===== src/zph_fifo.sv =====
// Small register-based FIFO, used for the command queue and the result queue.
// No dependencies.
`timescale 1ns / 1ps
`default_nettype none

module zph_fifo #(
    parameter int WIDTH = 8,
    parameter int DEPTH = 2
) (
    input  wire logic             i_clk,
    input  wire logic             i_rst_n,
    input  wire logic             i_push,
    input  wire logic [WIDTH-1:0] i_data,
    output logic                  o_full,
    input  wire logic             i_pop,
    output logic      [WIDTH-1:0] o_data,
    output logic                  o_empty
);
    localparam int AW = $clog2(DEPTH);
    localparam int CW = $clog2(DEPTH + 1);

    logic [WIDTH-1:0] r_mem [DEPTH];
    logic [AW-1:0]    r_wr, r_rd;
    logic [CW-1:0]    r_count;
    logic             w_push_ok, w_pop_ok;

    assign o_full    = (r_count == CW'(DEPTH));
    assign o_empty   = (r_count == '0);
    assign o_data    = r_mem[r_rd];
    assign w_push_ok = i_push && !o_full;
    assign w_pop_ok  = i_pop && !o_empty;

    always_ff @(posedge i_clk) begin
        if (w_push_ok) begin
            r_mem[r_wr] <= i_data;
        end
    end

    always_ff @(posedge i_clk) begin
        if (!i_rst_n) begin
            r_wr    <= '0;
            r_rd    <= '0;
            r_count <= '0;
        end else begin
            if (w_push_ok) begin
                r_wr <= (r_wr == AW'(DEPTH - 1)) ? '0 : r_wr + 1'b1;
            end
            if (w_pop_ok) begin
                r_rd <= (r_rd == AW'(DEPTH - 1)) ? '0 : r_rd + 1'b1;
            end
            if (w_push_ok && !w_pop_ok) begin
                r_count <= r_count + 1'b1;
            end else if (w_pop_ok && !w_push_ok) begin
                r_count <= r_count - 1'b1;
            end
        end
    end

endmodule

`default_nettype wire


===== config.mk =====
export PLATFORM = sky130hd
export DESIGN_NAME = zph_fifo
export DESIGN_NICKNAME = d
export VERILOG_FILES = /design/src/zph_fifo.sv
export SDC_FILE = /design/constraint.sdc
export NUM_CORES = 1
export LEC_CHECK = 0
export ABC_AREA = 1
export BUFFER_PORTS_ARGS = -buffer_cell sky130_fd_sc_hd__clkbuf_2
export CAP_MARGIN = 20
export CORE_MARGIN = 1.5
export CORE_UTILIZATION = 53
export DETAILED_ROUTE_END_ITERATION = 8
export PLACE_DENSITY = 0.9
export SYNTH_ARGS = -nofsm -noshare
export SYNTH_HDL_FRONTEND = slang
export SYNTH_SLANG_ARGS = --single-unit

===== constraint.sdc =====
create_clock -name i_clk -period 3.9 [get_ports i_clk]
set_clock_uncertainty 0.2 [all_clocks]
set_input_delay 0.585 -clock i_clk [delete_from_list [all_inputs] [get_ports i_clk]]
set_output_delay 0.585 -clock i_clk [all_outputs]
set_load 0.05 [all_outputs]

# Word level (Yosys, flattened, before mapping)
# Memory sizes are Yosys's and may differ from the RTL's. A register that Yosys moved wholly into a read port is not among the register bits.
# Cells that the tools add are included.
dict set report word_totals {
  out_inout_bits 10
  in_bits 12
  reg_bits 4
  elab_cells 27
  memories 1
  mem_bits_rw 16
}
dict set report op_classes {
  reduce_logical 10
  add_sub_neg 4
  eq_ne 1
  n_mux 8
}
# name depth width rd rd_ports_with_merged_regs wr line_no
set memory_table {}
lappend memory_table {r_mem 2 8 1 1 1 22} ;# logic [WIDTH-1:0] r_mem [DEPTH];
# op count
set op_table {}
lappend op_table {{2-to-1 mux 1 bit} 6}
lappend op_table {{logical AND 1 bit} 4}
lappend op_table {{zero test 1 bit} 4}
lappend op_table {{2-to-1 mux 2 bit} 2}
lappend op_table {{adder 1 bit, second input constant} 2}
lappend op_table {{adder 2 x 1 -> 2 bit, second input constant} 1}
lappend op_table {{equality test 2 bit, second input constant} 1}
lappend op_table {{zero test 2 bit} 1}
lappend op_table {{nonzero test 2 bit} 1}
lappend op_table {{subtractor 2 x 1 -> 2 bit, second input constant} 1}

# Longest topological paths before layout
# Gate-level depths: netlist of run 1.
dict set report depth {
  ltp_word 7
  ltp_mapped 10
  depth_no_buf 10
}

# Least setup slack after synthesis of run 1
# No wires, ideal clock.
dict set report synth_timing {
  kind {register -> register}
  start {register r_count[0]}
  end {register r_count[1]}
  arrival_time_ns 1.743
  setup_ns 0.064
  required_time_ns 3.636
  n_path_buf 0
  synth_period_minus_slack_ns 2.007
  path_stages_with_launch 10
  slack_ns 1.893
  path_cell_list {dfxtp_1 -> nor2_1 -> nor2_2 -> inv_1 -> ha_1 -> inv_1 -> nand3_1 -> nand2_1 -> inv_1 -> nor2_1}
}
dict set report synth_between {
  elab_chain_len 6
  word_cells_on_any_way 15
  classes_between {add/sub: 2; eq/ne: 1; mux: 2; reduce/logical: 10}
}
# element line_no
set synth_rtl {}
lappend synth_rtl {{start: declaration} 24} ;# logic [CW-1:0] r_count;
lappend synth_rtl {{start signal: assignment} 52} ;# r_count <= r_count + 1'b1;
lappend synth_rtl {{start signal: assignment} 54} ;# r_count <= r_count - 1'b1;
lappend synth_rtl {{zero test 2 bit (*)} 28} ;# assign o_empty = (r_count == '0);
lappend synth_rtl {{named net o_empty} 17} ;# output logic o_empty
lappend synth_rtl {{zero test 1 bit (*)} 31} ;# assign w_pop_ok = i_pop && !o_empty;
lappend synth_rtl {{logical AND 1 bit (*)} 31}
lappend synth_rtl {{zero test 1 bit} 51} ;# if (w_push_ok && !w_pop_ok) begin
lappend synth_rtl {{logical AND 1 bit} 51}
lappend synth_rtl {{2-to-1 mux 2 bit / nonzero test 2 bit (equally long branches)} -}
# Mark *: on every way through the listed nets, which the timed path passes. The rest lies on a longest branch. The select of a mux whose other input is x is not followed.
# A chain may end at the register's enable or synchronous reset.

==> results of run 1 <==
## per-layer routing
metal / vias to the layer above / part of all wire (%) / track usage [%]
met4: 0 / 2.2 / 7.50
met3: 5 / 5.0 / 3.88
met2: 22 / 52 / 29.8
met5: - / 0 / 0
li1: 263 / - / -
met1: 224 / 40 / 19.9
## power by group through the flow
stage	clock network (mW)	registers, mW	logic, mW
3_5_place_dp	0	0.319	0.295
6_report	0.0970	0.313	0.292
2_1_floorplan	0	0.305	0.243
3_3_place_gp	0	0.315	0.281
5_1_grt	0.108	0.317	0.312
4_1_cts	0.0995	0.314	0.295
## cells in the mapped netlist, drive strengths merged
master,count
a21oi,1
o21ai,3
ha,1
nand4,1
dfxtp,5
nand3,1
edfxtp,16
nand2,6
inv,9
buf,1
nor2,11
mux2,8
## metrics by stage
stage                     std cells  area (sq um)  setup slack [ns]  power [mW]
after floorplan                  63           823              1.89       0.548
after global placement           99           943              1.99       0.596
after detailed placement         99           943              1.97       0.613
after CTS                       103           970              1.63       0.709
after global routing            103           970              1.59       0.737
final                           103           970              1.65       0.702
## area by class of cell
| class | count | area (sq um) | area share, % |
|---|---|---|---|
| multi-input cells | 32 | 204 | 21.0 |
| well taps | 16 | 20.0 | 2.06 |
| flip-flops and latches | 21 | 581 | 59.9 |
| repair buffers | 21 | 105 | 10.8 |
| inverters | 9 | 33.8 | 3.48 |
| clock buffers | 4 | 26.3 | 2.71 |
## cell families (layout without fill, tap and decap cells)
| kind of cell | after synthesis | after routing | share of synthesized area, % |
|---|---|---|---|
| AO/OA/AOI/OAI | 4 | 4 | 2.89 |
| adder cells (fa/ha/maj) | 1 | 1 | 1.52 |
| buffers and inverters | 10 | 34 | 4.71 |
| multiplexers | 8 | 8 | 10.9 |
| flip-flops | 21 | 21 | 70.5 |
| AND/OR/NAND/NOR | 19 | 19 | 9.42 |
## state kept, by name (all words and copies together), names as in the netlist, named ones only
signal   cells
r_mem       16
r_rd         1
r_wr         1
r_count      2
## cell usage in the layout, fill, tap and decap left out, types with 2 or more instances in the layout
cell type / Yosys / routed
nor2_1: 10 / 10
dfxtp_1: 5 / 5
mux2_2: 8 / 8
clkbuf_4: 0 / 3
o21ai_0: 2 / 2
inv_1: 8 / 8
edfxtp_1: 16 / 16
nand2_1: 6 / 6
clkbuf_2: 0 / 21
## critical path: cells and delay by family (launching register included)
kind                   cells  cell delay (ns)
buffers and inverters      1             0.24
multiplexers               1             0.39
flip-flops                 1             0.53
## worst paths after layout
check        startpoint           to  slack (ns)  cells past startpoint
max            register    o_data[4]        1.65                      2
min           i_data[4]  r_mem[0][4]        0.27                      1
max reg2reg  r_count[0]  r_mem[0][5]        2.26                      2
min reg2reg        r_wr         r_wr        0.31                      2
==> metrics.md, run 1 <==
| Metric | Value |
|---|---|
| Status | `finished, final reports clean` |
| Layout filler cell count | `120` |
| CTS sink count | `21` |
| Post-CTS Setup Bufs | `0` |
| Number of global-route vias before repair | `about 480` |
| CP Cell Sequence | `mux2_2, clkbuf_2` |
| Worst skew pair latency | `around 0.3 ns` |
| Critical Path RT | `roughly 3.1 ns` |
| WS Path Type | `reg -> out` |
| Chip Height | `~42 microns` |
| Seq cells post-synth | `21` |
| H-tree depth | `1` |
| Layout overhead on the synthesized area | `17.8%` |
| Arrival time at the worst endpoint | `around 1.5 ns` |
| RSZ-0062 raised after global routing | `false` |
| Post-route clock period utilization | `57.6%` |
| Critical path peak fanout | `8` |
| # hold bufs at CTS | `0` |
| Grt total ovfl | `0` |
| Yosys top cell area share | `between 50 and 60%` |
| Worst hold margin | `approximately 0.27 ns` |
| Via Count | `between 500 and 600` |
| Sequential cell area fraction in the yosys report | `between 70% and 80%` |
| Critical Path Sink Type | `primary output` |
| CTS buffer count | `3` |
| CTS max path bufs | `2` |
| Final design utilization | `about two thirds` |
| Fin Setup TNS | `0 ns` |
| TritonRoute pass-1 iters | `4` |
| Largest net degree at the start of global routing | `12` |
| Top post-synthesis cells by area | `edfxtp_1 (58%), dfxtp_1 (12%), mux2_2 (11%), nor2_1 (4.6%), inv_1 (3.6%)` |
| CORE AREA | `approximately 0.0015 sq mm` |
| Psw | `slightly below 0.3 mW` |
| Routed WL per cell | `about 13 microns` |
| Reg power frac | `roughly 45%` |
| Starting density of the core | `56.0%` |
| Worst Tran Pin Value | `around 0.68 ns` |
| Row cnt | `14` |
| Initial antenna violation count | `0` |
| Ys Warns | `0` |
| Crit-path slowest cell | `dfxtp_1` |
| Routed vias/inst | `4.99` |
| Max incr delay on CP | `around 0.53 ns` |
| Clk slew on worst S/H paths | `approximately 0.1 ns` |
| First-pass GRT wire length | `~2.2 mm` |
| Die outline width | `approximately 42 microns` |
| CTS tree | `yes` |
| Routed Antenna Nets | `0` |
| Distinct cell type count after synthesis | `15` |
| Combinational Power Share | `41.6%` |
| Crit start category | `register` |
| Leak | `0.412 nW` |
| Tmin final | `approximately 2.2 ns` |
| Max VDD drop | `0.403 mV` |
| Hold Crit Class | `in -> reg` |
| Post-DP HPWL | `approximately 1.1 mm` |
| Ports | `22` |
| Mapped Cells | `63` |
| GRT Total Usage | `17.1%` |
| Max_cap viols | `0` |
| Share of layout cells above drive strength 1 | `between 40% and 50%` |
| WL final | `approximately 1.3 mm` |
| Clock share of power | `13.8%` |
| PD cells | `around 720 mW/mm^2` |
| CTS root buffer | `clkbuf_4` |
| Max-slew headroom | `54.2%` |
| DRC viols | `0` |
| Post-Syn Area | `823 sq um` |
| Dominant cell type by area after synthesis | `edfxtp_1` |
| Post-CTS sizing | `0` |
| Nets | `101` |
| Fmax | `approximately 450 MHz` |
| Die area | `roughly 0.0018 sq mm` |
| Max-slew violations | `0` |
| Pint | `0.405 mW` |
| Synth Area per Inst | `13.1 sq um` |
| Antenna cells | `0` |
| Final hold vios | `0` |
| Switching share of power | `42.3%` |
| GPL Wtd Cong | `0.674` |
| IO Port Bufs | `21` |
| Final setup vio count | `0` |
| DRT iter0 DRCs | `4` |
| Post-Syn Nets | `76` |
Note: power is estimated with default switching activity, not from simulation.
==> run 2, diff against run 1 <==
--- a/config.mk
+++ b/config.mk
@@ -9,9 +9,9 @@
 export BUFFER_PORTS_ARGS = -buffer_cell sky130_fd_sc_hd__clkbuf_2
 export CAP_MARGIN = 20
 export CORE_MARGIN = 1.5
-export CORE_UTILIZATION = 53
+export CORE_UTILIZATION = 44
 export DETAILED_ROUTE_END_ITERATION = 8
-export PLACE_DENSITY = 0.9
+export PLACE_DENSITY = 0.81
 export SYNTH_ARGS = -nofsm -noshare
 export SYNTH_HDL_FRONTEND = slang
 export SYNTH_SLANG_ARGS = --single-unit
==> constraint.sdc (replaced) <==
create_clock -name i_clk -period 1.8 [get_ports i_clk]
set_clock_uncertainty 0.2 [all_clocks]
set_input_delay 0.27 -clock i_clk [delete_from_list [all_inputs] [get_ports i_clk]]
set_output_delay 0.27 -clock i_clk [all_outputs]
set_load 0.05 [all_outputs]
==> metrics.md, run 2 (synthesized netlist as in run 1, its figures left out) <==
| Metric | Value |
|---|---|
| Setup crit end | `o_data[1]` |
| Bufs and invs on worst path | `1` |
| TritonRoute pass-1 iters | `3` |
| Nets | `approximately 110` |
| Leak | `approximately 0.46 nW` |
| GPL Wtd Cong | `between 0.6 and 0.7` |
| Routed vias/inst | `4.48` |
| DRT iter0 DRCs | `2` |
| Max VDD drop | `~0.8 mV` |
| PD cells | `1430 mW/mm^2` |
| Top reg by flops | `r_mem` |
| Fin Setup TNS | `0 ns` |
| Final hold vios | `0` |
| CTS max path bufs | `2` |
| Worst Min Path Start | `i_rst_n` |
| Routed WL per cell | `~11 microns` |
| Initial antenna violation count | `0` |
| Tmin final | `~1.8 ns` |
| Antenna cells | `0` |
| Max FFs per register | `16` |
| DRC viols | `0` |
| Row cnt | `15` |
| CTS tree | `yes` |
| Crit-path slowest cell | `dfxtp_4` |
| Setup WS post-layout | `between 0.04 and 0.05 ns` |
| Grt total ovfl | `0` |
| WS Path Type | `reg -> out` |
| Critical R2R Capture | `r_count[1]` |
| H-tree depth | `1` |
| CORE AREA | `0.00175 sq mm` |
| CTS buffer count | `3` |
| Die outline width | `between 40 and 50 microns` |
| Critical Path Sink Type | `primary output` |
| Hold Crit Class | `in -> reg` |
| Critical Path RT | `about 1.3 ns` |
| Commonest cells after routing, fill and taps aside | `edfxtp_1 (16), clkbuf_2 (13), nor2_1 (9)` |
| Arrival time at the worst endpoint | `approximately 1.3 ns` |
| Worst path depth | `2` |
| Reg power frac | `between 40% and 50%` |
| Combinational Power Share | `a little over two fifths` |
| CTS root buffer | `clkbuf_4` |
| Via Count | `between 500 and 600` |
| Share of layout cells above drive strength 1 | `41.2%` |
| Ports | `22` |
| R2R Setup Slk | `0.16 ns` |
| Max incr delay on CP | `between 0.4 and 0.5 ns` |
| Switching share of power | `approximately two fifths` |
| WL final | `~1.3 mm` |
| Worst skew pair latency | `about 0.30 ns` |
| Critical path peak fanout | `8` |
| Status | `finished, final reports clean` |
| Pint | `0.906 mW` |
| Max-slew headroom | `81.7%` |
| Post-route clock period utilization | `between 90% and 100%` |
| Die area | `roughly 0.0021 sq mm` |
| Worst Reg-to-Reg Cells | `9` |
| CTS sink count | `21` |
| CP Cell Sequence | `mux2_2, clkbuf_4` |
| Clk slew on worst S/H paths | `between 0.1 and 0.15 ns` |
| CP top delay family | `flip-flops` |
| Post-DP HPWL | `968 microns` |
| IO Port Bufs | `21` |
| Largest net degree at the start of global routing | `13` |
| Clock share of power | `13.9%` |
| Psw | `about 0.65 mW` |
| DP Worst Slack | `roughly 0.17 ns` |
| Crit start category | `register` |
| Routed Antenna Nets | `0` |
| Reg2reg start | `r_count[1]` |
| Final setup vio count | `0` |
| Worst Tran Pin Value | `around 0.28 ns` |
| Max_cap viols | `0` |
| Commonest non-fill, non-tap cell in the layout | `edfxtp_1` |
| GRT Total Usage | `approximately 16%` |
| First-pass GRT wire length | `about 2.1 mm` |
| Starting density of the core | `47.2%` |
| Chip Height | `46.3 microns` |
| Max-slew violations | `0` |
| Layout overhead on the synthesized area | `31.9%` |
| Biggest regs | `r_mem x16, r_count x2` |
| Number of global-route vias before repair | `around 550` |
| RSZ-0062 raised after global routing | `false` |
| Fmax | `between 500 and 600 MHz` |
[run 2: worst reg2reg max path, cell delays in order, from the launching register on]
cell and delay [ns]:
dfxtp_1 0.38, inv_1 0.10, o21ai_2 0.19, inv_1 0.08
ha_1 0.31, inv_1 0.08, nand3_1 0.07, nand2_1 0.06
inv_1 0.04, nor2_1 0.08
[run 2: area by class of cell]
class,instances,area [sq um]
clock inverter,1,5.00
tap,25,31.3
timing repair buffer,31,203
sequential,21,584
clock buffer,3,22.5
fill,144,659
multi-input combinational,32,206
inverter,9,33.8
[run 2: metal layers]
metal  wire length (microns)  global-route usage, %  vias up
li1                        -                      -      282
met1                     513                   15.0      243
met2                     742                   27.2       17
met3                      59                   3.53        4
met4                      31                   13.7        0
met5                       0                      0        -
[run 2: what timing repair did]
item,in CTS,in global routing
setup endpoints to repair,8,7
endpoints found under the hold margin,16,0
hold buffers,8,0
buffers inserted,0,0
resized for setup,3,7
[run 2: worst min path at each step]
| stage | end | slack (ns) | cells after the start |
|---|---|---|---|
| 6_report | r_count[1] | 0.01 | 3 |
| 5_1_grt | r_count[1] | 0.02 | 3 |
| 4_1_cts | r_count[1] | 0.0008 | 3 |
| 3_5_place_dp | r_mem[0][3] | 0.26 | 1 |
| 3_3_place_gp | r_mem[0][5] | 0.26 | 1 |
| 2_1_floorplan | r_mem[0][0] | 0.17 | 0 |
[run 2: power groups by stage]
stage               registers, mW  clock network (mW)  logic (mW)
floorplan                   0.663                   0       0.529
global placement            0.685                   0       0.626
detailed placement          0.691                   0       0.647
CTS                         0.683               0.227       0.666
global route                0.691               0.247       0.713
finish                      0.682               0.217       0.659
[run 2: through the flow]
| stage | hold slack (ns) | utilization [%] | total power [mW] | instances | area (sq um) |
|---|---|---|---|---|---|
| after global routing | 0.0178 | 62.2 | 1.65 | 122 | 1090 |
| final | 0.0134 | 62.2 | 1.56 | 122 | 1090 |
| after CTS | 0.000843 | 62.2 | 1.58 | 122 | 1090 |
| after floorplan | 0.169 | - | 1.19 | 63 | 826 |
| after detailed placement | 0.265 | 55.7 | 1.34 | 110 | 972 |
| after global placement | 0.259 | 55.7 | 1.31 | 110 | 972 |
==> run 3, diff against run 2 <==
--- a/config.mk
+++ b/config.mk
@@ -12,6 +12,8 @@
 export CORE_UTILIZATION = 44
 export DETAILED_ROUTE_END_ITERATION = 8
 export PLACE_DENSITY = 0.81
+export RECOVER_POWER = 50
+export REMOVE_ABC_BUFFERS = 1
 export SYNTH_ARGS = -nofsm -noshare
 export SYNTH_HDL_FRONTEND = slang
 export SYNTH_SLANG_ARGS = --single-unit
==> metrics.md, run 3 (synthesized netlist as in run 1, its figures left out) <==
| Metric | Value |
|---|---|
| Biggest regs | `r_mem x16, r_count x2` |
| IO Port Bufs | `21` |
| Chip Height | `~46 microns` |
| Crit-path slowest cell | `dfxtp_4` |
| Routed WL per cell | `10.7 microns` |
| DRT iter0 DRCs | `12` |
| Via Count | `roughly 550` |
| Arrival time at the worst endpoint | `1.28 ns` |
| Worst Tran Pin Value | `approximately 0.48 ns` |
| Tmin final | `1.75 ns` |
| Routed Antenna Nets | `0` |
| Share of layout cells above drive strength 1 | `a little over a third` |
| H-tree depth | `1` |
| Combinational Power Share | `around two fifths` |
| Max_cap viols | `0` |
| Max incr delay on CP | `~0.42 ns` |
| Largest net degree at the start of global routing | `13` |
| Hold Crit Class | `in -> reg` |
| Status | `finished, final reports clean` |
| Worst skew pair latency | `around 0.3 ns` |
| Final setup vio count | `0` |
| Nets | `around 110` |
| Max VDD drop | `just under 0.9 mV` |
| TritonRoute pass-1 iters | `4` |
| Post-route clock period utilization | `a little over nine tenths` |
| Psw | `roughly 0.65 mW` |
| CTS max path bufs | `2` |
| R2R Setup Slk | `between 0.15 and 0.2 ns` |
| Row cnt | `15` |
| Post-Layout Cell Count | `122` |
| Max-slew headroom | `68.3%` |
| Antenna cells | `0` |
| CTS tree | `yes` |
| Fmax | `around 570 MHz` |
| Die outline width | `about 46 microns` |
| CORE AREA | `between 0.0015 and 0.002 sq mm` |
| Critical path peak fanout | `8` |
| Layout overhead on the synthesized area | `30.1%` |
| Setup WS post-layout | `~0.047 ns` |
| Number of global-route vias before repair | `497` |
| Final hold vios | `0` |
| Reg power frac | `between 40 and 50%` |
| Starting density of the core | `47.2%` |
| CTS sink count | `21` |
| RSZ-0062 raised after global routing | `true` |
| Grt total ovfl | `0` |
| Bufs and invs on worst path | `1` |
| CTS root buffer | `clkbuf_4` |
| Reg2reg start | `r_count[1]` |
| PD cells | `about 1400 mW/mm^2` |
| Critical R2R Capture | `r_count[1]` |
| Routed vias/inst | `about 4.5` |
| Crit start category | `register` |
| CP Cell Sequence | `mux2_2, buf_2` |
| Critical Path RT | `between 1 and 1.5 ns` |
| Clk slew on worst S/H paths | `0.12 ns` |
| WL final | `about 1.3 mm` |
| Initial antenna violation count | `0` |
| Worst Min Path Start | `i_rst_n` |
| Critical Path Sink Type | `primary output` |
| GRT Total Usage | `12.9%` |
| DRC viols | `0` |
| Max-slew violations | `0` |
| Pint | `0.898 mW` |
| Commonest non-fill, non-tap cell in the layout | `edfxtp_1` |
| Top reg by flops | `r_mem` |
| Die area | `around 0.0021 sq mm` |
| First-pass GRT wire length | `1.90 mm` |
| Post-Place Cells | `110` |
| CP top delay family | `flip-flops` |
| Max FFs per register | `16` |
| GPL Wtd Cong | `roughly 0.66` |
| Switching share of power | `between 40 and 50%` |
| Worst Reg-to-Reg Cells | `9` |
| WS Path Type | `reg -> out` |
| DP Worst Slack | `~0.18 ns` |
| Commonest cells after routing, fill and taps aside | `edfxtp_1 (16), nor2_1 (11), clkbuf_2 (9)` |
| Clock share of power | `between 10% and 20%` |
| Hold depth | `3` |
| Post-DP HPWL | `902 microns` |
| CTS buffer count | `3` |
| Ports | `22` |
| Hold path endpoint | `r_count[1]` |
| Leak | `~0.44 nW` |
-- run 3: worst max path at each step --
| stage | from | slack (ns) | to | cells after the start |
|---|---|---|---|---|
| final | register | 0.05 | o_data[5] | 2 |
| after global routing | register | -0.003 | o_data[5] | 2 |
| after CTS | register | 0.02 | o_data[5] | 2 |
| after detailed placement | r_count[0] | 0.18 | r_count[1] | 9 |
| after global placement | register | 0.20 | o_data[5] | 2 |
| after floorplan | r_count[0] | -0.21 | r_count[1] | 9 |
-- run 3: per-layer routing --
layer / up-vias / track usage [%] / wire [microns] / part of all wire (%)
met5: - / 0 / 0 / 0
met4: 0 / 5.14 / 0 / 0
met3: 0 / 3.53 / 55 / 4.2
met2: 15 / 21.9 / 671 / 51
met1: 256 / 15.4 / 580 / 44
li1: 280 / - / - / -
-- run 3: what timing repair did --
item,4_1_cts,5_1_grt
endpoints found under the setup margin,8,9
hold buffers,8,0
gates resized for setup,2,9
hold endpoints to repair,16,0
setup buffers,0,0
-- run 3: layout make-up --
cell class,count,area (sq um)
Sequential cell,21,586
Tap cell,25,31.3
Clock inverter,1,5.00
Multi-Input combinational cell,32,201
Timing Repair Buffer,31,191
Fill cell,147,674
Clock buffer,3,22.5
Inverter,9,33.8
-- run 3: metrics by stage --
stage / hold slack, ns / power [mW] / area [sq um] / setup TNS [ns] / utilization, %
global placement: 0.261 / 1.31 / 970 / 0 / 55.6
CTS: 0.0216 / 1.56 / 1080 / 0 / 61.9
global route: 0.0152 / 1.64 / 1070 / -0.00272 / 61.4
detailed placement: 0.263 / 1.33 / 970 / 0 / 55.6
finish: 0.0122 / 1.55 / 1070 / 0 / 61.4
floorplan: 0.169 / 1.18 / 818 / -0.376 / -
-- run 3: worst min-delay path: cells and delay by family --
| kind | cells | cell delay, ns |
|---|---|---|
| buffers and inverters | 1 | 0.11 |
| and+or+nand+nor | 2 | 0.10 |
-- run 3: power groups by stage --
stage	clock network (mW)	logic, mW	registers, mW
after floorplan	0	0.509	0.673
after global placement	0	0.625	0.682
after detailed placement	0	0.642	0.688
after CTS	0.218	0.659	0.680
after global routing	0.242	0.703	0.691
final	0.220	0.647	0.681
