<file path="config.mk">
export PLATFORM = sky130hd
export DESIGN_NAME = zph_front
export DESIGN_NICKNAME = d
export VERILOG_FILES = /design/src/zph_pkg.sv /design/src/zph_front.sv
export SDC_FILE = /design/constraint.sdc
export NUM_CORES = 1
export LEC_CHECK = 0
export BUFFER_PORTS_ARGS = -buffer_cell sky130_fd_sc_hd__buf_4
export CAP_MARGIN = 20
export CORE_MARGIN = 10
export CORE_UTILIZATION = 47
export DETAILED_ROUTE_END_ITERATION = 7
export PLACE_DENSITY = 0.89
export RECOVER_POWER = 50
export SYNTH_ARGS = -nofsm -noshare
export SYNTH_HDL_FRONTEND = slang
export SYNTH_SLANG_ARGS = --single-unit
export TNS_END_PERCENT = 30
</file>
<file path="constraint.sdc">
create_clock -name i_clk -period 2.2 [get_ports i_clk]
set_input_delay 0.44 -clock i_clk [delete_from_list [all_inputs] [get_ports i_clk]]
set_output_delay 0.44 -clock i_clk [all_outputs]
set_load 0.05 [all_outputs]
</file>
<file path="src/zph_pkg.sv">
// Shared types and constants for the Zobrist position hash block.
// No dependencies; imported by zph_front, zph_mixer, zph_back and zobrist_position_hash.
`timescale 1ns / 1ps
`default_nettype none

package zph_pkg;

    localparam int ZPH_KEY_W = 10;

    // splitmix64 constants
    localparam logic [63:0] ZPH_GOLDEN = 64'h9E3779B97F4A7C15;
    localparam logic [63:0] ZPH_MUL1   = 64'hBF58476D1CE4E5B9;
    localparam logic [63:0] ZPH_MUL2   = 64'h94D049BB133111EB;
    localparam logic [63:0] ZPH_SEED   = 64'hC0FFEE123456789A;
    localparam int          ZPH_SHIFT1 = 30;
    localparam int          ZPH_SHIFT2 = 27;
    localparam int          ZPH_SHIFT3 = 31;

    // key numbering
    localparam logic [ZPH_KEY_W-1:0] ZPH_COLOR_STRIDE = 10'd384;
    localparam logic [ZPH_KEY_W-1:0] ZPH_SIDE_KEY     = 10'd768;
    localparam logic [ZPH_KEY_W-1:0] ZPH_CASTLE_KEY   = 10'd769;
    localparam logic [ZPH_KEY_W-1:0] ZPH_EP_KEY       = 10'd773;
    localparam logic [2:0]           ZPH_NUM_TYPES    = 3'd6;

    localparam int ZPH_CMD_DEPTH = 4;
    localparam int ZPH_OUT_DEPTH = 2;

    // what happens to the accumulator when a key comes out of the mixer
    typedef struct packed {
        logic xor_en;
        logic emit;
    } t_tag;

    typedef struct packed {
        logic [ZPH_KEY_W-1:0] key_num;
        t_tag                 tag;
    } t_cmd;

    function automatic logic [63:0] zph_mul32(input logic [31:0] a, input logic [31:0] b);
        return {32'h0, a} * {32'h0, b};
    endfunction

endpackage

`default_nettype wire

</file>
<file path="src/zph_front.sv">
// Front end: takes one square per transaction and breaks it into key commands.
// Depends on zph_pkg.
`timescale 1ns / 1ps
`default_nettype none

module zph_front (
    input  wire logic         i_clk,
    input  wire logic         i_rst_n,
    input  wire logic         i_push,
    output logic              o_full,
    input  wire logic [2:0]   i_row,
    input  wire logic [2:0]   i_col,
    input  wire logic         i_occupied,
    input  wire logic         i_piece_color,
    input  wire logic [2:0]   i_piece_type,
    input  wire logic         i_last,
    input  wire logic         i_black_to_move,
    input  wire logic [3:0]   i_castling_rights,
    input  wire logic         i_ep_valid,
    input  wire logic [2:0]   i_ep_file,
    output zph_pkg::t_cmd     o_cmd,
    output logic              o_cmd_push,
    input  wire logic         i_cmd_full
);
    import zph_pkg::*;

    // pending bits: piece, side, castle 0..3, en passant
    logic       r_busy, n_busy;
    logic [6:0] r_pend, n_pend;
    logic       r_last, n_last;
    logic [2:0] r_row, r_col, r_type, r_ep_file;
    logic       r_color;
    logic [6:0] w_low, w_rest;
    logic       w_accept, w_piece;

    assign o_full   = r_busy;
    assign w_accept = i_push && !r_busy;
    assign w_piece  = i_occupied && (i_piece_type < ZPH_NUM_TYPES);
    assign w_low    = r_pend & (~r_pend + 7'd1);
    assign w_rest   = r_pend & ~w_low;

    always_comb begin
        n_busy     = r_busy;
        n_pend     = r_pend;
        n_last     = r_last;
        o_cmd_push = 1'b0;
        o_cmd      = '0;

        priority if (r_pend[0]) begin
            o_cmd.key_num = {1'b0, r_type, r_row, r_col} + (r_color ? ZPH_COLOR_STRIDE : '0);
        end else if (r_pend[1]) begin
            o_cmd.key_num = ZPH_SIDE_KEY;
        end else if (r_pend[2]) begin
            o_cmd.key_num = ZPH_CASTLE_KEY;
        end else if (r_pend[3]) begin
            o_cmd.key_num = ZPH_CASTLE_KEY + 10'd1;
        end else if (r_pend[4]) begin
            o_cmd.key_num = ZPH_CASTLE_KEY + 10'd2;
        end else if (r_pend[5]) begin
            o_cmd.key_num = ZPH_CASTLE_KEY + 10'd3;
        end else if (r_pend[6]) begin
            o_cmd.key_num = ZPH_EP_KEY + {7'h0, r_ep_file};
        end else begin
            o_cmd.key_num = '0;
        end
        o_cmd.tag.xor_en = (r_pend != '0);
        o_cmd.tag.emit   = r_last && (w_rest == '0);

        if (w_accept) begin
            n_pend = {i_ep_valid && i_last, i_castling_rights & {4{i_last}},
                      i_black_to_move && i_last, w_piece};
            n_last = i_last;
            n_busy = i_last || w_piece;
        end else if (r_busy && !i_cmd_full) begin
            o_cmd_push = 1'b1;
            n_pend     = w_rest;
            if (w_rest == '0) begin
                n_busy = 1'b0;
            end
        end
    end

    always_ff @(posedge i_clk) begin
        if (!i_rst_n) begin
            r_busy <= 1'b0;
            r_pend <= '0;
            r_last <= 1'b0;
        end else begin
            r_busy <= n_busy;
            r_pend <= n_pend;
            r_last <= n_last;
        end
    end

    always_ff @(posedge i_clk) begin
        if (w_accept) begin
            r_row     <= i_row;
            r_col     <= i_col;
            r_color   <= i_piece_color;
            r_type    <= i_piece_type;
            r_ep_file <= i_ep_file;
        end
    end

endmodule

`default_nettype wire

</file>
# ---- After elaboration in Yosys (flattened, before gate mapping)
# Cells that the tools add are included.
dict set report totals {
  regBits 22
  latch_bits 0
  ramBits 0
  rom_bits 0
  in_bits 25
  output_inout_bits 14
  elab_cells 46
  n_memories 0
}
dict set report classes {
  n_addsub 3
  mul 0
  div 0
  magnitude_cmp 1
  eq_ne 0
  shifts 0
  n_mux 15
  bitwise_logic 5
  reduce_logical 14
}
# operator count
set op_table {}
lappend op_table {{$mux 10} 7}
lappend op_table {{$and 7x7->7} 2}
lappend op_table {{$mux 7} 2}
lappend op_table {{$not 7->7} 2}
lappend op_table {{$add 9x4->10 const A} 1}
lappend op_table {{$add 9x9->10} 1}
lappend op_table {{$mux 9} 1}
lappend op_table {{$add 7x1->7 const B} 1}
lappend op_table {{$logic_not 7->1} 1}
lappend op_table {{$reduce_bool 7->1} 1}
lappend op_table {{$logic_and 1x1->1} 6}
lappend op_table {{$mux 1} 5}
lappend op_table {{$and 4x4->4} 1}
lappend op_table {{$reduce_bool 2->1} 2}
lappend op_table {{$lt 3x3->1 const B} 1}
lappend op_table {{$logic_not 1->1} 2}
lappend op_table {{$reduce_and 2->1} 1}
lappend op_table {{$logic_or 1x1->1} 1}

# ---- Logic depth before layout (Yosys ltp)
# Gate-level depths: netlist of the first run.
dict set report depth {
  depth_word 9
  ltp_mapped 5
  depth_no_buf 5
}

# ---- Least setup slack after synthesis of the first run
# No wires, ideal clock.
dict set report synth_timing {
  path_kind {reg-to-output}
  start {register r_pend[0]}
  end {output port o_cmd[0] (netlist name)}
  arrival_ns 2.505
  required_time_ns 1.760
  slack_ns -0.745
  path_stages_with_launch 5
  path_cell_list {dfxtp_1 > or3_4 > or4_4 > a21boi_1 > nor3b_1}
}
# element line_no
set synth_lines {}
lappend synth_lines {{from (decl)} zph_front.sv:29} ;# logic [6:0] r_pend, n_pend;
lappend synth_lines {{from (signal assigned)} zph_front.sv:90} ;# r_pend <= n_pend;
lappend synth_lines {{to (decl)} zph_front.sv:21} ;# output zph_pkg::t_cmd o_cmd,

==> key figures, run 1 <==
Status
  – Status: finished with violations
  – Failing checks: negative setup slack

Setup path
  – Worst setup EP type: output pin
  – Max FO, Critical Path: 4
  – Startpoint types: flip-flop
  – Worst path arrival time: about 2.0 ns
  – Reg2Reg Setup Slack: 0.41 ns
  – CP Class: flip-flop to output pin
  – WP data required: 1.76 ns

Clocking
  – Clock root buffer: clkbuf_4
  – Postcts setup bufs: 0
  – CTS H-tree depth: 1
  – Clk_lat worst skew: 0.30 ns
  – Clock Path Buffers: 2
  – Clk slew on worst S/H paths: 0.12 ns
  – Sink Count: 22
  – CTS tree: done
  – Number of CTS-inserted buffers: 3
  – Post-CTS Hold Buffers: 0

Placement
  – Gpl congestion: 0.815
  – Port bufs: 38
  – DP HPWL: about 2.0 mm

Drt
  – DR DRC count: 0
  – Wirelength per Cell: 14.9 um
  – Total Wirelength: around 2.5 mm
  – Vias per cell: approximately 5.5
  – Vias: 926
  – Initial DRC count: 42
  – Initial DRT Pass Iterations: 4
  – Final ANT Viol Nets: 0

Synth
  – Synth Warn #: 0
  – Register area share after synthesis: 0.544
  – Post-Syn Nets: 125
  – Netlist cell types: 29
  – Synth Cell Area: 1050 um^2
  – Seq cells post-synth: 22
  – Largest area contributor in the netlist: edfxtp_1
  – Average size of a mapped cell: approximately 11 um^2
  – Area contributors post-synth: edfxtp_1, dfxtp_1, a21boi_0, nand3_1, inv_1
  – Area share of the largest cell type after synthesis: 0.372
  – Mapped Cells: 97

Timing
  – Tmin final: 2.45 ns
  – Slew headroom: 0.731
  – Worst slew pin tran: 0.404 ns
  – Fin. max-slew vios: 0
  – RSZ-0062 raised after global routing: true
  – Final worst slack: -0.250 ns
  – Crit share post-route: 1.11
  – Final hold violations: 0
  – Fmax: 0.408 GHz
  – Final setup violation count: 5
  – Clk_skew: 0.00836 ns

Global routing
  – First-pass GRT wire length: between 4 and 5 mm
  – Global route overflow: 0
  – Initial antenna violation count: 0
  – GRT Util Overall: 0.118
  – Largest net degree at the start of global routing: 16
  – Number of global-route vias before repair: 961

Die
  – Die H: approximately 67 um
  – Ports: 39
  – Core footprint: ~2200 um^2
  – Row cnt: 17
  – Chip width: 67.2 um
  – Full die area: 4520 um^2
  – Initial Utilization: 0.483

Final layout
  – Antenna cells: 0
  – Final nets: 170
  – Final core occ: 0.667
  – Layout cells sized above 1: 0.369
  – Area Growth Syn to Fin: 38.1%
  – Most frequent cells in the layout: buf_4, clkbuf_4, edfxtp_1, a21boi_0
  – Most common cell after layout, fill and taps aside: buf_4

Power and ir drop
  – LEAKAGE: 0.604 nW
  – VDD IR max: around 0.40 mV
  – Pwr dens: 638 nW/um^2
  – Total chip power: between 0.9 and 1 mW

Run
  – Maxcap violations: 0

Min path
  – HP Class: input port to flip-flop
stage by stage:
step / setup WS, ns / cell area [um^2] / instances / hold slack [ns] / setup TNS, ns
after global placement: 0.0712 / 1410 / 165 / 0.452 / 0
after global routing: -0.324 / 1450 / 169 / 0.318 / -1.50
after floorplan: -0.655 / 1060 / 97 / 0.438 / -1.23
final: -0.250 / 1450 / 169 / 0.328 / -1.06
after CTS: -0.247 / 1460 / 169 / 0.302 / -1.04
after detailed placement: 0.0516 / 1410 / 165 / 0.493 / 0
synth_stat cells:
master	count
or3_1	1
o311a_1	1
nand2b_1	4
nor3b_1	1
inv_1	7
o21ai_0	3
clkbuf_1	3
nor2_1	3
xnor2_1	1
o31ai_1	2
or4_4	1
a31oi_1	1
or3_4	1
a21boi_1	1
fa_1	1
ha_1	2
o41ai_1	1
nand3_1	8
a311oi_1	1
edfxtp_1	13
clkinv_1	1
and2_1	4
o211ai_1	3
dfxtp_1	9
o311ai_0	2
a21boi_0	9
nand2_1	7
a21oi_1	4
maj3_1	2
routing by layer:
layer / up-vias / wire length [um] / GRT usage
met5: - / 0 / 0
met4: 0 / 46 / 0.0410
met3: 6 / 190 / 0.0298
met2: 43 / 1250 / 0.210
met1: 428 / 1040 / 0.134
li1: 449 / - / -
power breakdown:
group          internal [mW]  total (mW)  switching [mW]
clock network         0.0705       0.182           0.112
logic                  0.102       0.263           0.161
registers              0.463       0.479          0.0155
total                  0.636       0.924           0.289
what timing repair did:
item | in CTS | in global routing
cloned | 0 | 0
gates resized for setup | 7 | 0
endpoints found under the setup margin | 5 | 6
pin swaps | 3 | 0
endpoints found under the hold margin | 0 | 0
worst paths after layout:
check,start,endpoint,cells past startpoint
worst max-delay path,r_pend[0]$_SDFFE_PN0P_,o_cmd[0],5
worst min-delay path,i_ep_file[1],r_ep_file[1]$_DFFE_PP_,1
worst max register to register,r_pend[0]$_SDFFE_PN0P_,o_full$_SDFFE_PN0P_,4
worst min register to register,r_last$_SDFFE_PN0P_,r_last$_SDFFE_PN0P_,2
worst max-delay path, stage by stage, from the launching register on:
cell,delay [ns]
dfxtp_2,0.34
or3_4,0.40
or4_4,0.45
a21boi_4,0.16
nor3b_2,0.18
buf_6,0.18
kinds of logic after synthesis:
kind of cell / synth area share
adder cells (fa/ha/maj): 0.0621
flip-flops: 0.544
buffers and inverters: 0.0394
XOR/XNOR: 0.00835
AO/OA/AOI/OAI: 0.190
AND/OR/NAND/NOR: 0.156
state kept, by name, indices dropped and copies added, names as in the netlist:
name and cells:
r_pend 7, r_col 3, r_ep_file 3, r_row 3, r_type 3, o_full 1
r_color 1, r_last 1
layout make-up:
type                    count  area [um^2]
multi-input cells          64          465
fillers                   178          722
inverters                   8         30.0
well taps                  28         35.0
repair buffers             43          319
flip-flops and latches     22          572
clock buffers               4         26.3
(Power assumes the default switching activity.)
==> inputs of run 2 (changes only) <==
--- a/config.mk
+++ b/config.mk
@@ -10,6 +10,7 @@
 export CORE_MARGIN = 10
 export CORE_UTILIZATION = 47
 export DETAILED_ROUTE_END_ITERATION = 7
+export MAX_ROUTING_LAYER = met4
 export PLACE_DENSITY = 0.89
 export RECOVER_POWER = 50
 export SYNTH_ARGS = -nofsm -noshare
==> run 2 against run 1 <==
Net effect: the flow still finishes with violations (negative setup slack); critical path type unchanged; die area did not move; count of clock-buffer cells in the layout did not move; final cell count did not move; clock power barely moved; global-route usage rose by 0.36 points; sequential share of layout area did not move; critical path depth did not move; critical endpoint unchanged; combinational power barely moved; highest routed layer unchanged; design area did not move; largest cell class unchanged; flip-flop and latch count did not move; total power barely moved.
==> key figures, run 2 (synthesized netlist as in run 1, its figures left out) <==
Placement
  – DP Area: 1410 um^2 (unchanged)
  – Port bufs: 38 (unchanged)
  – DP HPWL: 2.00 mm (unchanged)
  – # placed instances: 165 (unchanged)
  – Gpl congestion: 0.827 (+1.5%)

Die
  – Ports: 39 (unchanged)
  – Full die area: 4520 um^2 (unchanged)
  – Initial Utilization: 0.483 (unchanged)
  – Die H: 67.2 um (unchanged)
  – Chip width: 67.2 um (unchanged)
  – Row cnt: 17 (unchanged)
  – Core footprint: 2170 um^2 (unchanged)

Setup path
  – Critical Path Slowest Stage Cell: or4_4
  – Worst path arrival time: 2.01 ns (about the same)
  – R2R depth: 4 (unchanged)
  – R2r startpoint: r_pend[0]$_SDFFE_PN0P_
  – CP startpoint: r_pend[0]$_SDFFE_PN0P_
  – Worst path bufs/invs: 1 (unchanged)
  – Startpoint types: flip-flop
  – Reg2Reg Setup Slack: 0.41 ns (about the same)
  – WP depth: 5 (unchanged)
  – Slowest stage delay, CP: 0.45 ns (about the same)
  – Critical path, cell by cell: or3_4, or4_4, a21boi_4, nor3b_2, buf_6
  – Top Family by Delay on Critical Path: simple AND/OR/NAND/NOR gates
  – WP data required: 1.76 ns (about the same)
  – CP Class: flip-flop to output pin
  – Max FO, Critical Path: 4 (unchanged)
  – R2r endpoint: o_full$_SDFFE_PN0P_
  – Worst setup EP type: output pin
  – Critical Path End: o_cmd[0]

Final layout
  – Most frequent cells in the layout: buf_4, clkbuf_4, edfxtp_1, a21boi_0
  – Layout cells sized above 1: 0.369 (unchanged)
  – Cell Count, Final, Fillers Out: 169 (unchanged)
  – Final nets: 170 (unchanged)
  – Antenna cells: 0 (unchanged)
  – Most common cell after layout, fill and taps aside: buf_4
  – Area Growth Syn to Fin: 38.1% (unchanged)
  – Fin area: 1450 um^2 (unchanged)
  – Top reg by flops: r_pend
  – Final core occ: 0.667 (unchanged)
  – Max reg flops: 7 (unchanged)

Clocking
  – CTS tree: done
  – Clock Path Buffers: 2 (unchanged)
  – CTS H-tree depth: 1 (unchanged)
  – Sink Count: 22 (unchanged)
  – Clock root buffer: clkbuf_4
  – Clk slew on worst S/H paths: 0.12 ns (about the same)
  – Clk_lat worst skew: 0.30 ns (about the same)
  – Postcts setup bufs: 0 (unchanged)
  – Number of CTS-inserted buffers: 3 (unchanged)

Power and ir drop
  – LEAKAGE: 0.604 nW (unchanged)
  – Pwr dens: 638 nW/um^2 (about the same)
  – VDD IR max: 0.398 mV (about the same)
  – Total chip power: 0.924 mW (about the same)

Timing
  – Crit share post-route: 1.11 (about the same)
  – Fin. max-slew vios: 0 (unchanged)
  – Slew headroom: 0.731 (unchanged)
  – Final hold violations: 0 (unchanged)
  – Final worst slack: -0.250 ns (+0.00000400 ns)
  – Clk_skew: 0.00836 ns (unchanged)
  – Worst slew pin tran: 0.404 ns (unchanged)
  – RSZ-0062 raised after global routing: true
  – Tmin final: 2.45 ns (-0.00000400 ns)
  – Fmax: 0.408 GHz (about the same)
  – Final setup violation count: 5 (unchanged)

Drt
  – Wirelength per Cell: 14.9 um (unchanged)
  – Initial DRC count: 42 (unchanged)
  – Final ANT Viol Nets: 0 (unchanged)
  – Vias: 926 (unchanged)
  – Total Wirelength: 2.53 mm (unchanged)
  – Initial DRT Pass Iterations: 4 (unchanged)
  – DR DRC count: 0 (unchanged)
  – Vias per cell: 5.48 (unchanged)

Run
  – Maxcap violations: 0 (unchanged)

Global routing
  – Number of global-route vias before repair: 961 (unchanged)
  – Met3 Track Usage GR: 0.0264 (-0.00331)
  – Global route overflow: 0 (unchanged)
  – Largest net degree at the start of global routing: 16 (unchanged)
  – Met2 Use GR: 0.210 (unchanged)
  – Initial antenna violation count: 0 (unchanged)
  – GRT Util Overall: 0.122 (+0.00362)
  – Top Usage Layer GRT: met2
  – M1 GR Usage: 0.136 (+0.00194)
  – First-pass GRT wire length: 4.24 mm (+0.17%)

Min path
  – HP Class: input port to flip-flop

Status
  – Status: finished with violations
  – Failing checks: negative setup slack
## run 2: cell counts in the layout (fill, tap and decap cells not counted)
No cell type changed its count.
## run 2: area by class of cell
type | instances | area (um^2)
Sequential cell | 22 | 572
Multi-Input combinational cell | 64 | 465
Tap cell | 28 | 35.0
Inverter | 8 | 30.0
Fill cell | 178 | 722
Timing Repair Buffer | 43 | 319
Clock buffer | 4 | 26.3
## run 2: where the power goes
group / switching [mW] / leakage [nW] / internal, mW
clock: 0.112 / 0.0150 / 0.0705
combinational: 0.161 / 0.390 / 0.102
sequential: 0.0155 / 0.199 / 0.463
## run 2: stage by stage
stage	setup WS [ns]	setup TNS (ns)	hold slack [ns]
2_1_floorplan	-0.655	-1.23	0.438
3_3_place_gp	0.0712	0	0.452
3_5_place_dp	0.0516	0	0.493
4_1_cts	-0.247	-1.04	0.302
5_1_grt	-0.324	-1.50	0.318
6_report	-0.250	-1.06	0.328
## run 2: worst reg2reg max path, delay by kind of cell, from the launching register on
kind | cells | cell delay [ns]
simple gates | 2 | 0.85
compound gates | 2 | 0.50
flops | 1 | 0.34
## run 2: how the worst min path moves through the flow
stage	from	end	slack, ns	depth (start not counted)
2_1_floorplan	r_last$_SDFFE_PN0P_	r_last$_SDFFE_PN0P_	0.44	2
3_3_place_gp	r_last$_SDFFE_PN0P_	r_last$_SDFFE_PN0P_	0.45	2
3_5_place_dp	r_last$_SDFFE_PN0P_	r_last$_SDFFE_PN0P_	0.49	2
4_1_cts	i_col[1]	r_col[1]$_DFFE_PP_	0.30	1
5_1_grt	i_ep_file[1]	r_ep_file[1]$_DFFE_PP_	0.32	1
6_report	i_ep_file[1]	r_ep_file[1]$_DFFE_PP_	0.33	1
## run 2: routing by layer
layer / wire, um / vias up
met3: 171 / 6
met4: 46 / 0
met1: 1060 / 428
met5: 0 / -
li1: - / 449
met2: 1250 / 43
## run 2: what timing repair did
item / 4_1_cts / 5_1_grt
resized for setup: 7 / 0
pin swaps: 3 / 0
hold buffers: 0 / 0
setup endpoints to repair: 5 / 6
==> inputs of run 3 (changes only) <==
--- a/config.mk
+++ b/config.mk
@@ -8,10 +8,10 @@
 export BUFFER_PORTS_ARGS = -buffer_cell sky130_fd_sc_hd__buf_4
 export CAP_MARGIN = 20
 export CORE_MARGIN = 10
-export CORE_UTILIZATION = 47
+export CORE_UTILIZATION = 51
 export DETAILED_ROUTE_END_ITERATION = 7
 export MAX_ROUTING_LAYER = met4
-export PLACE_DENSITY = 0.89
+export PLACE_DENSITY = 0.94
 export RECOVER_POWER = 50
 export SYNTH_ARGS = -nofsm -noshare
 export SYNTH_HDL_FRONTEND = slang
==> constraint.sdc (replaced) <==
create_clock -name i_clk -period 3.2 [get_ports i_clk]
set_input_delay 0.64 -clock i_clk [delete_from_list [all_inputs] [get_ports i_clk]]
set_output_delay 0.64 -clock i_clk [all_outputs]
set_load 0.05 [all_outputs]
==> run 3 against run 2 <==
Net effect: the run now ends clean; largest cell class unchanged; count of clock-buffer cells in the layout unchanged; die area fell by 5.5%; sequential share of layout area rose by 1.6 points; critical endpoint unchanged; largest power group unchanged; via count decreased by 5.7%; worst setup slack gained 0.46 ns; first-iteration DRC count is 52% lower; sequential power shrank 30%.
==> key figures, run 3 (synthesized netlist as in run 1, its figures left out) <==
Clocking
  – Clock root buffer: clkbuf_4
  – CTS tree: done
  – Clk slew on worst S/H paths: 0.12 ns (about the same)
  – Clk_lat worst skew: 0.31 ns (about the same)
  – Clock Path Buffers: 2 (unchanged)
  – Postcts setup bufs: 0 (unchanged)
  – CTS H-tree depth: 1 (unchanged)
  – Number of CTS-inserted buffers: 3 (unchanged)
  – Sink Count: 22 (unchanged)

Drt
  – Total Wirelength: 2.58 mm (+2.0%)
  – Wirelength per Cell: 15.8 um (+5.8%)
  – Final ANT Viol Nets: 0 (unchanged)
  – DR DRC count: 0 (unchanged)
  – Initial DRT Pass Iterations: 2 (-2)
  – Vias per cell: 5.36 (-2.3%)
  – Initial DRC count: 20 (-52%)
  – Vias: 873 (-5.7%)

Die
  – Initial Utilization: 0.534 (+0.0512)
  – Die H: 65.3 um (-2.8%)
  – Ports: 39 (unchanged)
  – Full die area: 4270 um^2 (-5.5%)
  – Core footprint: 1960 um^2 (-9.6%)
  – Row cnt: 16 (-1)
  – Chip width: 65.3 um (-2.8%)

Power and ir drop
  – Pwr dens: 468 nW/um^2 (-27%)
  – LEAKAGE: 0.570 nW (-5.6%)
  – VDD IR max: 0.262 mV (-34%)

Timing
  – Final setup violation count: 0 (-5)
  – Crit share post-route: 0.934
  – RSZ-0062 raised after global routing: false
  – Fmax: 0.335 GHz
  – Clk_skew: 0.00447 ns (-0.00389 ns)
  – Tmin final: 2.99 ns
  – Post-route setup TNS: 0 ns (+1.06 ns)
  – Slew headroom: 0.555 (-0.176)
  – Worst slew pin tran: 0.664 ns (+0.260 ns)
  – Final hold violations: 0 (unchanged)
  – Fin. max-slew vios: 0 (unchanged)

Status
  – Status: finished clean

Setup path
  – Worst setup EP type: output pin
  – WP data required: 2.56 ns (+0.80 ns)
  – CP Class: flip-flop to output pin
  – Worst path arrival time: 2.35 ns (+0.34 ns)
  – R2r endpoint: o_full$_SDFFE_PN0P_
  – R2R depth: 5 (+1)
  – Critical Path End: o_cmd[0]
  – Max FO, Critical Path: 16 (+12)
  – R2r startpoint: r_pend[0]$_SDFFE_PN0P_
  – CP startpoint: r_pend[0]$_SDFFE_PN0P_
  – Reg2Reg Setup Slack: 1.13 ns (+0.72 ns)
  – Startpoint types: flip-flop

Final layout
  – Antenna cells: 0 (unchanged)
  – Final nets: 165 (-2.9%)
  – Most common cell after layout, fill and taps aside: buf_4
  – Layout cells sized above 1: 0.324 (-0.0453)
  – Area Growth Syn to Fin: 32.6%
  – Final core occ: 0.709 (+0.0413)
  – Top reg by flops: r_pend
  – Max reg flops: 7 (unchanged)
  – Most frequent cells in the layout: buf_4, clkbuf_4, edfxtp_1, a21boi_0

Global routing
  – Initial antenna violation count: 0 (unchanged)
  – GRT Util Overall: 0.123 (+0.00147)
  – Number of global-route vias before repair: 932 (-3.0%)
  – Largest net degree at the start of global routing: 22 (+6)
  – First-pass GRT wire length: 4.11 mm (-2.9%)
  – Global route overflow: 0 (unchanged)

Min path
  – Hold path cells: 2 (+1)
  – HP Class: flip-flop to flip-flop

Placement
  – DP HPWL: 2.01 mm (+0.43%)
  – Port bufs: 38 (unchanged)
  – Gpl congestion: 0.811 (-1.9%)

Run
  – Maxcap violations: 0 (unchanged)
## run 3: cell count changes in the layout (fill, tap and decap cells not counted), sizes merged
cell  change
buf       -5
## run 3: area by class of cell
type / instances / area, um^2
Sequential cell: 22 / 572
Fill cell: 152 / 572
Multi-Input combinational cell: 64 / 437
Timing Repair Buffer: 38 / 282
Clock buffer: 4 / 36.3
Tap cell: 27 / 33.8
Inverter: 8 / 30.0
## run 3: layer usage
layer | track usage | up-vias | part of all wire
met4 | 0.0561 | 0 | 0.012
met3 | 0.0305 | 4 | 0.044
met5 | - | - | 0
met1 | 0.127 | 406 | 0.41
li1 | - | 435 | -
met2 | 0.216 | 28 | 0.53
## run 3: repair_timing
item	CTS	global route
endpoints found under the setup margin	0	1
hold buffers	0	0
resized for setup	0	1
## run 3: worst min-delay path by stage
stage                                         to           startpoint  slack, ns
after floorplan              r_last$_SDFFE_PN0P_  r_last$_SDFFE_PN0P_       0.44
after CTS                    r_last$_SDFFE_PN0P_  r_last$_SDFFE_PN0P_       0.48
final                        r_last$_SDFFE_PN0P_  r_last$_SDFFE_PN0P_       0.48
after detailed placement     r_last$_SDFFE_PN0P_  r_last$_SDFFE_PN0P_       0.46
after global placement       r_last$_SDFFE_PN0P_  r_last$_SDFFE_PN0P_       0.45
after global routing      r_ep_file[0]$_DFFE_PP_         i_ep_file[0]       0.51
## run 3: per-stage QoR
stage / setup slack [ns] / std cells / instance area (um^2) / hold WS, ns / power (mW)
after floorplan: 0.0551 / 97 / 1050 / 0.439 / 0.443
after global placement: 0.646 / 159 / 1360 / 0.449 / 0.502
after detailed placement: 0.500 / 159 / 1360 / 0.461 / 0.508
after CTS: 0.131 / 163 / 1390 / 0.477 / 0.655
after global routing: 0.0600 / 163 / 1390 / 0.511 / 0.675
final: 0.213 / 163 / 1390 / 0.476 / 0.651
## run 3: critical path: stages (launching register included)
cell      delay, ns
dfxtp_2        0.42
or3_4          0.44
maj3_1         0.37
o21ai_0        0.24
a21boi_1       0.14
nor3b_1        0.20
buf_4          0.23
## run 3: report_power, final
part | switching [mW] | internal [mW]
sequential | 0.0138 | 0.319
clock | 0.0823 | 0.0695
combinational | 0.105 | 0.0617
